### config.mk
export PLATFORM = sky130hd
export DESIGN_NAME = tpc_queue
export DESIGN_NICKNAME = d
export VERILOG_FILES = /design/src/tpc_pkg.sv /design/src/tpc_queue.sv
export SDC_FILE = /design/constraint.sdc
export NUM_CORES = 1
export LEC_CHECK = 0
export BUFFER_PORTS_ARGS = -buffer_cell sky130_fd_sc_hd__buf_4
export CAP_MARGIN = 15
export CORE_MARGIN = 3
export CORE_UTILIZATION = 40
export DETAILED_ROUTE_END_ITERATION = 7
export GPL_TIMING_DRIVEN = 1
export HOLD_SLACK_MARGIN = 0.03
export SYNTH_ARGS = -nofsm -noshare
export SYNTH_HDL_FRONTEND = slang
export SYNTH_SLANG_ARGS = --single-unit
### constraint.sdc
create_clock -name clk -period 1.7 [get_ports clk]
set_clock_uncertainty 0.1 [all_clocks]
set_input_delay 0.17 -clock clk [delete_from_list [all_inputs] [get_ports clk]]
set_output_delay 0.17 -clock clk [all_outputs]
set_load 0.1 [all_outputs]
### src/tpc_pkg.sv
// Shared types, constants and a helper function for the triangle plane clipper.
// No dependencies; compile first.
`default_nettype none

package tpc_pkg;

  localparam int COORD_BITS_DEF = 32;
  localparam int FRAC_BITS_DEF  = 16;
  localparam int CFG_IDX_BITS   = 3;
  localparam int Q_DEPTH        = 2;

  localparam longint unsigned NORMAL_Z_RST = 64'd65536;
  localparam longint unsigned PLANE_Z_RST  = 64'd6554;

  typedef enum logic [CFG_IDX_BITS-1:0] {
    REG_NORMAL_X = 3'd0,
    REG_NORMAL_Y = 3'd1,
    REG_NORMAL_Z = 3'd2,
    REG_PLANE_X  = 3'd3,
    REG_PLANE_Y  = 3'd4,
    REG_PLANE_Z  = 3'd5
  } reg_idx_t;

  typedef enum logic [2:0] {
    BK_IDLE,
    BK_DIV,
    BK_MUL,
    BK_SUM,
    BK_EMIT_A,
    BK_EMIT_B
  } bk_state_t;

  typedef enum logic [1:0] {
    OSEL_PASS,
    OSEL_ONE,
    OSEL_TWO_A,
    OSEL_TWO_B
  } osel_t;

  typedef struct packed {
    logic  pop;
    logic  capture;
    logic  div_en;
    logic  mul_en;
    logic  sum_en;
    logic  load;
    osel_t sel;
  } bk_ctrl_t;

  // Width of a plane distance: exact up to 128 bits, wraps beyond.
  function automatic int dist_width(input int c);
    return (2 * c + 3 > 128) ? 128 : 2 * c + 3;
  endfunction

endpackage

`default_nettype wire

### src/tpc_queue.sv
// Short register queue between front end and clip engine.
// Depends on tpc_pkg.
`default_nettype none

module tpc_queue import tpc_pkg::*; #(
  parameter int WIDTH = 8
) (
  input  wire logic             clk,
  input  wire logic             rst_n,
  input  wire logic             push_valid,
  output logic                  push_ready,
  input  wire logic [WIDTH-1:0] push_data,
  output logic                  head_valid,
  input  wire logic             pop,
  output logic [WIDTH-1:0]      head_data
);

  localparam int AW = (Q_DEPTH > 1) ? $clog2(Q_DEPTH) : 1;

  logic [WIDTH-1:0] mem_r [Q_DEPTH];
  logic [AW-1:0]    wr_r, rd_r;
  logic [AW:0]      cnt_r;
  logic             do_push, do_pop;

  assign push_ready = (cnt_r != (AW+1)'(Q_DEPTH));
  assign head_valid = (cnt_r != '0);
  assign head_data  = mem_r[rd_r];
  assign do_push    = push_valid && push_ready;
  assign do_pop     = pop && head_valid;

  always_ff @(posedge clk) begin
    if (!rst_n) begin
      wr_r  <= '0;
      rd_r  <= '0;
      cnt_r <= '0;
    end else begin
      if (do_push) wr_r <= (wr_r == AW'(Q_DEPTH-1)) ? '0 : wr_r + 1'b1;
      if (do_pop)  rd_r <= (rd_r == AW'(Q_DEPTH-1)) ? '0 : rd_r + 1'b1;
      cnt_r <= cnt_r + (AW+1)'(do_push) - (AW+1)'(do_pop);
    end
  end

  always_ff @(posedge clk) begin
    if (do_push) mem_r[wr_r] <= push_data;
  end

endmodule

`default_nettype wire

# Yosys cells after proc, flatten, opt, wreduce, memory -nomap -nowiden
# Memory sizes are Yosys's and may differ from the RTL's. A register that Yosys moved wholly into a read port is not among the register bits.
# Cells that the tools add are included.
# totals
regBits,4
ram_bits,16
inputBits,12
out_inout_bits,10
wordCells,18
memories,1
# mem_list
memory,depth,word_bits,rd,rd_ports_with_merged_regs,wr,line,source
mem_r,2,8,1,1,1,tpc_queue.sv:20,logic [WIDTH-1:0] mem_r [Q_DEPTH];
# classes
addsub,4
n_eq_ne,1
mux,6
reduce_logical,3
# ops
op,count
1-bit two-way mux,6
"1-bit adder, second input constant",2
2-bit by 1-bit adder with 2-bit output,1
1-bit logical AND,2
"2-bit inequality test, second input constant",1
2-bit nonzero test,1
2-bit by 1-bit subtractor with 2-bit output,1

# Longest topological paths before layout
# Gate-level depths: netlist of run 1.
# depth
ltp_word,4
ltp_mapped,6

# Worst setup path before layout of run 1
# No wires, ideal clock.
# synth_path
kind,reg-to-reg
start,register cnt_r[1]
end,register cnt_r[0]
setup_ns,0.115
t_arrival_ns,1.772
slack_ns,-0.287
path_stages_with_launch,6
path_buffers,0
period_less_slack_ns,1.987
cell_sequence,dfxtp_1 > or2_1 > o21ai_0 > nor2_1 > ha_1 > and2_1
# synth_rtl
item,line,source
"start, declared",tpc_queue.sv:22,logic [AW:0] cnt_r;
"start signal, assigned",tpc_queue.sv:39,cnt_r <= cnt_r + (AW+1)'(do_push) - (AW+1)'(do_pop);
2-bit nonzero test,tpc_queue.sv:26,assign head_valid = (cnt_r != '0);
named net head_valid,tpc_queue.sv:13,"output logic head_valid,"
1-bit logical AND,tpc_queue.sv:29,assign do_pop = pop && head_valid;
2-bit by 1-bit subtractor with 2-bit output,tpc_queue.sv:39,
# The timed path passes the listed nets, and every way through them passes these cells.
# A chain may end at the register's enable or synchronous reset.

==> results.txt, run 1 <==
CTS clock-pin slew for the worst setup and hold paths = 110 ps
Initial core utilization = 42.7%
Setup TNS = 0 ps
Post-detail-place hpwl = 878 um
Setup crit start kind = register
Number of diodes = 0
Clock network power share = 13.1%
Largest cells by area after synthesis = edfxtp_1 (57%), dfxtp_1 (12%), mux2_2 (11%)
Post-placement cell count = 101
Routed wire length = 1260 um
Vias in the first global route = 510
DRT iter0 DRCs = 13
Commonest non-fill, non-tap cell in the layout = buf_4
Sequential-to-total area share from yosys stat = 68.6%
Yosys reg bits = 21
Post-Syn Area = 846 um^2
Pleak = 0.447 nW
Final hold vios = 0
FILL cells = 167
Std-Cell Rows = 16
Leading cell types in the layout, fill and taps excluded = buf_4 (21), edfxtp_1 (16), dlygate4sd3_1 (9), mux2_2 (8), dfxtp_1 (4)
Share of power burned in registers = 39.6%
Least-Margin Pin Slew = 314 ps
RSZ-0062 raised after global routing = false
Ys Warns = 0
Pint = 0.954 mW
Remaining DRCs = 0
CP Capture Type = output port
Final period util = 94.8%
IO buf count = 21
Core ar. = 1980 um^2
Switching Fraction = 45.1%
Syn_nets = 67
Postcts setup bufs = 0
MaxCap Viol Count = 0
Layout Cells excl Fill = 114
Bufs on Longest Clock Path = 2
Fin crit period = 1610 ps
Nets = 101
Clock Latency Late Sink = 290 ps
Kind of critical path = reg -> out
Area fraction of the dominant cell type after synthesis = 56.8%
Initial antenna violation count = 0
Worst hold path type = in -> reg
# clock sinks = 21
Num CTS Buffers = 3
Comb pwr share = 47.3%
Outcome = finished clean
Max Fclk = 0.621 GHz
Pins Over Slew Limit = 0
Root Driver = clkbuf_4
IO Count = 22
Die H = 52.0 um
Slew HR = 79.1%
CTS tree = built
Die area = 2700 um^2
Routed length per placed instance = 11.0 um
Met1 WL = 542 um
GRT overflow = 0
Yosys cell types = 23
Final setup fails = 0
Avg Inst Size Synth = 15.7 um^2
Top Metal Used = met4
Crit Path Max Fanout = 8
Power per Cell Area = 1500 nW/um^2
Area leader, netlist = edfxtp_1
Die W = 52.0 um
Worst IR Drop VDD = 0.744 mV
Synth-to-layout area growth = 37.0%
Total number of vias = 545
Global-route wire length before repair = 2060 um
Met3 wire length = 59 um
Vias/cell = 4.78
Share of post-route cells with drive strength above 1 = 44.8%
Met2 WL = 647 um
Crit path DAT = 1340 ps
Final GP Congestion = 0.640
Pre-Repair DR Iteration Count = 4
GRT Resource Usage Total = 10.7%
Largest net degree at the start of global routing = 13
Worst EP required = 1430 ps
Synthesized instance count = 54
Routed Antenna Nets = 0
Sw power = 0.783 mW
H-tree depth = 1
[power by group through the flow]
| stage | Clock [mW] | Combinational (mW) | Sequential [mW] |
|---|---|---|---|
| 2_1_floorplan | 0 | 0.692 | 0.671 |
| 3_3_place_gp | 0 | 0.807 | 0.698 |
| 3_5_place_dp | 0 | 0.810 | 0.700 |
| 4_1_cts | 0.236 | 0.830 | 0.690 |
| 5_1_grt | 0.264 | 0.861 | 0.699 |
| 6_report | 0.228 | 0.821 | 0.688 |
[Yosys cell counts]
library cell  instances
ha_1                  1
nand3_1               2
xnor2_1               1
a21bo_1               1
mux2i_1               1
nand2b_2              1
and2_1                3
a21boi_2              1
and3_2                1
nand3b_1              1
o21ai_1               1
dfxtp_1               5
nand2b_1              2
edfxtp_1             16
nor2_1                1
buf_2                 1
or2_1                 1
a21oi_1               1
o311ai_2              1
inv_1                 1
mux2_2                8
nand2_1               2
o21ai_0               1
[sequential cells by signal (all words and copies together) (netlist names), named ones only]
name and count:
cnt_r 2, mem_r 16, rd_r 1, wr_r 1
[critical path, cell delays in order, from the launching register on]
cell     delay (ps)
dfxtp_2         450
mux2_2          370
buf_4           230
[logic make-up (layout without fill, tap and decap cells)]
| logic type | after synthesis | after routing | synth area share [%] |
|---|---|---|---|
| AOI/OAI and AO/OA | 6 | 6 | 6.21 |
| xor gates and xnor gates | 1 | 1 | 1.04 |
| adders and majority gates | 1 | 1 | 1.48 |
| buffers and inverters | 2 | 35 | 1.03 |
| DFF | 21 | 21 | 68.6 |
| muxes | 9 | 9 | 11.8 |
| and+or+nand+nor | 14 | 14 | 9.76 |
[path summary, 6_finish.rpt]
path	start	slack, ps	endpoint	cells past startpoint
max	register	90	head_data[5]	2
min	push_valid	120	wr_r	3
max reg2reg	cnt_r[0]	230	cnt_r[1]	6
min reg2reg	wr_r	480	wr_r	2
[timing repair]
item	CTS	global route
endpoints found under the setup margin	8	0
resized for setup	1	0
endpoints found under the hold margin	18	0
hold buffers	9	0
[layer usage]
metal	GRT usage, %	vias up
met1	12.2	268
li1	-	265
met4	6.55	0
met5	0	-
met2	17.8	10
met3	2.58	2
[stage by stage]
stage / cell area [um^2] / utilization, % / power (mW) / setup slack, ps / hold slack, ps
global placement: 1040 / 52.5 / 1.51 / 238 / 255
CTS: 1160 / 58.5 / 1.76 / 66.1 / 111
detailed placement: 1040 / 52.5 / 1.51 / 213 / 258
floorplan: 853 / - / 1.36 / 131 / 169
finish: 1160 / 58.5 / 1.74 / 88.6 / 120
global route: 1160 / 58.5 / 1.82 / 6.00 / 106
[layout make-up]
| type | count | area (um^2) | area share (%) |
|---|---|---|---|
| clock buffer | 3 | 22.5 | 1.94 |
| timing repair buffer | 30 | 248 | 21.4 |
| multi-input combinational | 31 | 264 | 22.8 |
| clock inverter | 1 | 5.00 | 0.432 |
| sequential | 21 | 582 | 50.2 |
| tap | 27 | 33.8 | 2.92 |
| inverter | 1 | 3.75 | 0.324 |
Note: power is estimated with default switching activity, not from simulation.
==> run 2, diff against run 1 <==
--- a/config.mk
+++ b/config.mk
@@ -9,6 +9,7 @@
 export CAP_MARGIN = 15
 export CORE_MARGIN = 3
 export CORE_UTILIZATION = 40
+export CTS_BUF_LIST = sky130_fd_sc_hd__clkbuf_4 sky130_fd_sc_hd__clkbuf_8
 export DETAILED_ROUTE_END_ITERATION = 7
 export GPL_TIMING_DRIVEN = 1
 export HOLD_SLACK_MARGIN = 0.03
==> constraint.sdc (replaced) <==
create_clock -name clk -period 1.9 [get_ports clk]
set_clock_uncertainty 0.1 [all_clocks]
set_input_delay 0.19 -clock clk [delete_from_list [all_inputs] [get_ports clk]]
set_output_delay 0.19 -clock clk [all_outputs]
set_load 0.1 [all_outputs]
==> run 2 against run 1 <==
First-iteration DRC count is 77% lower. Highest routed layer unchanged. Largest cell class unchanged. Critical path depth stayed put. Final cell count stayed put. Die area stayed put. Sequential share of layout area is 0.27 points higher. Wire length is 5.2% higher.
==> results.txt, run 2 (synthesized netlist as in run 1, its figures left out) <==
Hold_ws = 149 ps (+29.0 ps)
Setup crit start kind = register
IO buf count = 21 (unchanged)
CTS clock-pin slew for the worst setup and hold paths = 110 ps (about the same)
Pleak = 0.445 nW (-0.65%)
Final hold vios = 0 (unchanged)
Global-route wire length before repair = 2290 um (+11%)
Slowest CP cell = dfxtp_1
Share of post-route cells with drive strength above 1 = 43.7% (-1.1 points)
GRT overflow = 0 (unchanged)
Largest net degree at the start of global routing = 13 (unchanged)
Slew HR = 77.0% (-2.0 points)
Buf+Inv Stages, Crit Path = 1 (unchanged)
R2R cell count = 5 (-1)
# clock sinks = 21 (unchanged)
R2r startpoint = cnt_r[0]
Hold path cells = 3 (unchanged)
Crit path DAT = 1440 ps (+100 ps)
Routed wire length = 1320 um (+5.2%)
Num CTS Buffers = 3 (unchanged)
Die H = 52.0 um (unchanged)
Crit Path Max Fanout = 8 (unchanged)
Final worst-path setup slack = 165 ps (+76.5 ps)
Routed length per placed instance = 11.6 um (+5.2%)
Die area = 2700 um^2 (unchanged)
H-tree depth = 1 (unchanged)
Root Driver = clkbuf_4
Met3 Track Usage GR = 2.58% (unchanged)
Total number of vias = 532 (-2.4%)
Max Fclk = 0.576 GHz
Largest stage delay on the critical path = 540 ps (+90 ps)
IO Count = 22 (unchanged)
Std-Cell Rows = 16 (unchanged)
Grt peak-use layer = met2
RSZ-0062 raised after global routing = false
CTS tree = built
Top cell family by delay on the critical path = flip-flops
Die W = 52.0 um (unchanged)
Final setup fails = 0 (unchanged)
GRT Resource Usage Total = 11.6% (+0.94 points)
Routed Antenna Nets = 0 (unchanged)
Reg with most FFs = mem_r
Kind of critical path = reg -> out
Final period util = 91.3%
Core ar. = 1980 um^2 (unchanged)
Setup TNS = 0 ps (unchanged)
DRT iter0 DRCs = 3 (-10)
Nets = 101 (unchanged)
CP cell instances = mux2_2 > buf_4
Pins Over Slew Limit = 0 (unchanged)
Final GP Congestion = 0.633 (-1.1%)
Leading registers by flop count = mem_r: 16 flops, cnt_r: 2 flops
Outcome = finished clean
Remaining DRCs = 0 (unchanged)
Initial antenna violation count = 0 (unchanged)
Synth-to-layout area growth = 35.9%
Clock Latency Late Sink = 290 ps (about the same)
Commonest non-fill, non-tap cell in the layout = buf_4
Vias in the first global route = 546 (+7.1%)
CP Capture Type = output port
MaxCap Viol Count = 0 (unchanged)
Fin crit period = 1730 ps
R2r endpoint = cnt_r[0]
Bufs on Longest Clock Path = 2 (unchanged)
Leading cell types in the layout, fill and taps excluded = buf_4 (21), edfxtp_1 (16), dlygate4sd3_1 (9), mux2_2 (8), dfxtp_1 (5)
Reg2reg setup slack = 380 ps (+150 ps)
Power per Cell Area = 1340 nW/um^2 (-11%)
Vias/cell = 4.67 (-2.4%)
Post-CTS sizing = 0 (-1)
Pre-Repair DR Iteration Count = 2 (-2)
Initial core utilization = 42.7% (unchanged)
Grt met1 use = 13.7% (+1.6 points)
Least-Margin Pin Slew = 344 ps (+30.2 ps)
Routing usage on met2 = 19.2% (+1.5 points)
Worst hold start = push_valid
Final Power = 1.54 mW (-11%)
Largest register FFs = 16 (unchanged)
Worst IR Drop VDD = 0.825 mV (+11%)
Worst EP required = 1610 ps (+180 ps)
Worst hold path type = in -> reg
Worst Hold End = wr_r
Number of diodes = 0 (unchanged)
Post-detail-place hpwl = 906 um (+3.2%)
Place WS = 386 ps (+173 ps)
run 2: how the worst max path moves through the flow:
stage / endpoint / cells past startpoint
6_report: head_data[5] / 2
5_1_grt: head_data[5] / 2
4_1_cts: head_data[5] / 2
3_5_place_dp: cnt_r[0] / 5
3_3_place_gp: cnt_r[0] / 5
2_1_floorplan: cnt_r[0] / 5
run 2: final cells by class:
class / count / area (um^2)
fillers: 173 / 832
flip-flops and latches: 21 / 581
multi-input cells: 31 / 256
repair buffers: 30 / 248
well taps: 27 / 33.8
clock buffers: 3 / 22.5
clock inverters: 1 / 5.00
inverters: 1 / 3.75
run 2: worst min-delay path: cells and delay by family:
kind / cells / cell delay, ps
AOI/OAI and AO/OA: 2 / 180
buffers and inverters: 1 / 120
run 2: through the flow:
stage	instance area [um^2]	instances	util, %
floorplan	846	54	-
global placement	1030	101	52.1
detailed placement	1030	101	52.1
CTS	1150	114	58.0
global route	1150	114	58.0
finish	1150	114	58.0
run 2: what timing repair did:
item,CTS,global route
endpoints found under the hold margin,19,0
buffers inserted,0,0
hold buffers,9,0
run 2: layer usage:
layer  wire length (um)  vias to the layer above
met5                  0                        -
met1                581                      256
met2                685                       10
met4                  8                        0
li1                   -                      264
met3                 48                        2
run 2: report_power, final:
group / leakage (nW) / internal, mW / total [mW] / switching (mW)
clock: 0.0177 / 0.0783 / 0.203 / 0.125
sequential: 0.191 / 0.562 / 0.609 / 0.0480
combinational: 0.236 / 0.201 / 0.725 / 0.524
total: 0.445 / 0.841 / 1.54 / 0.697
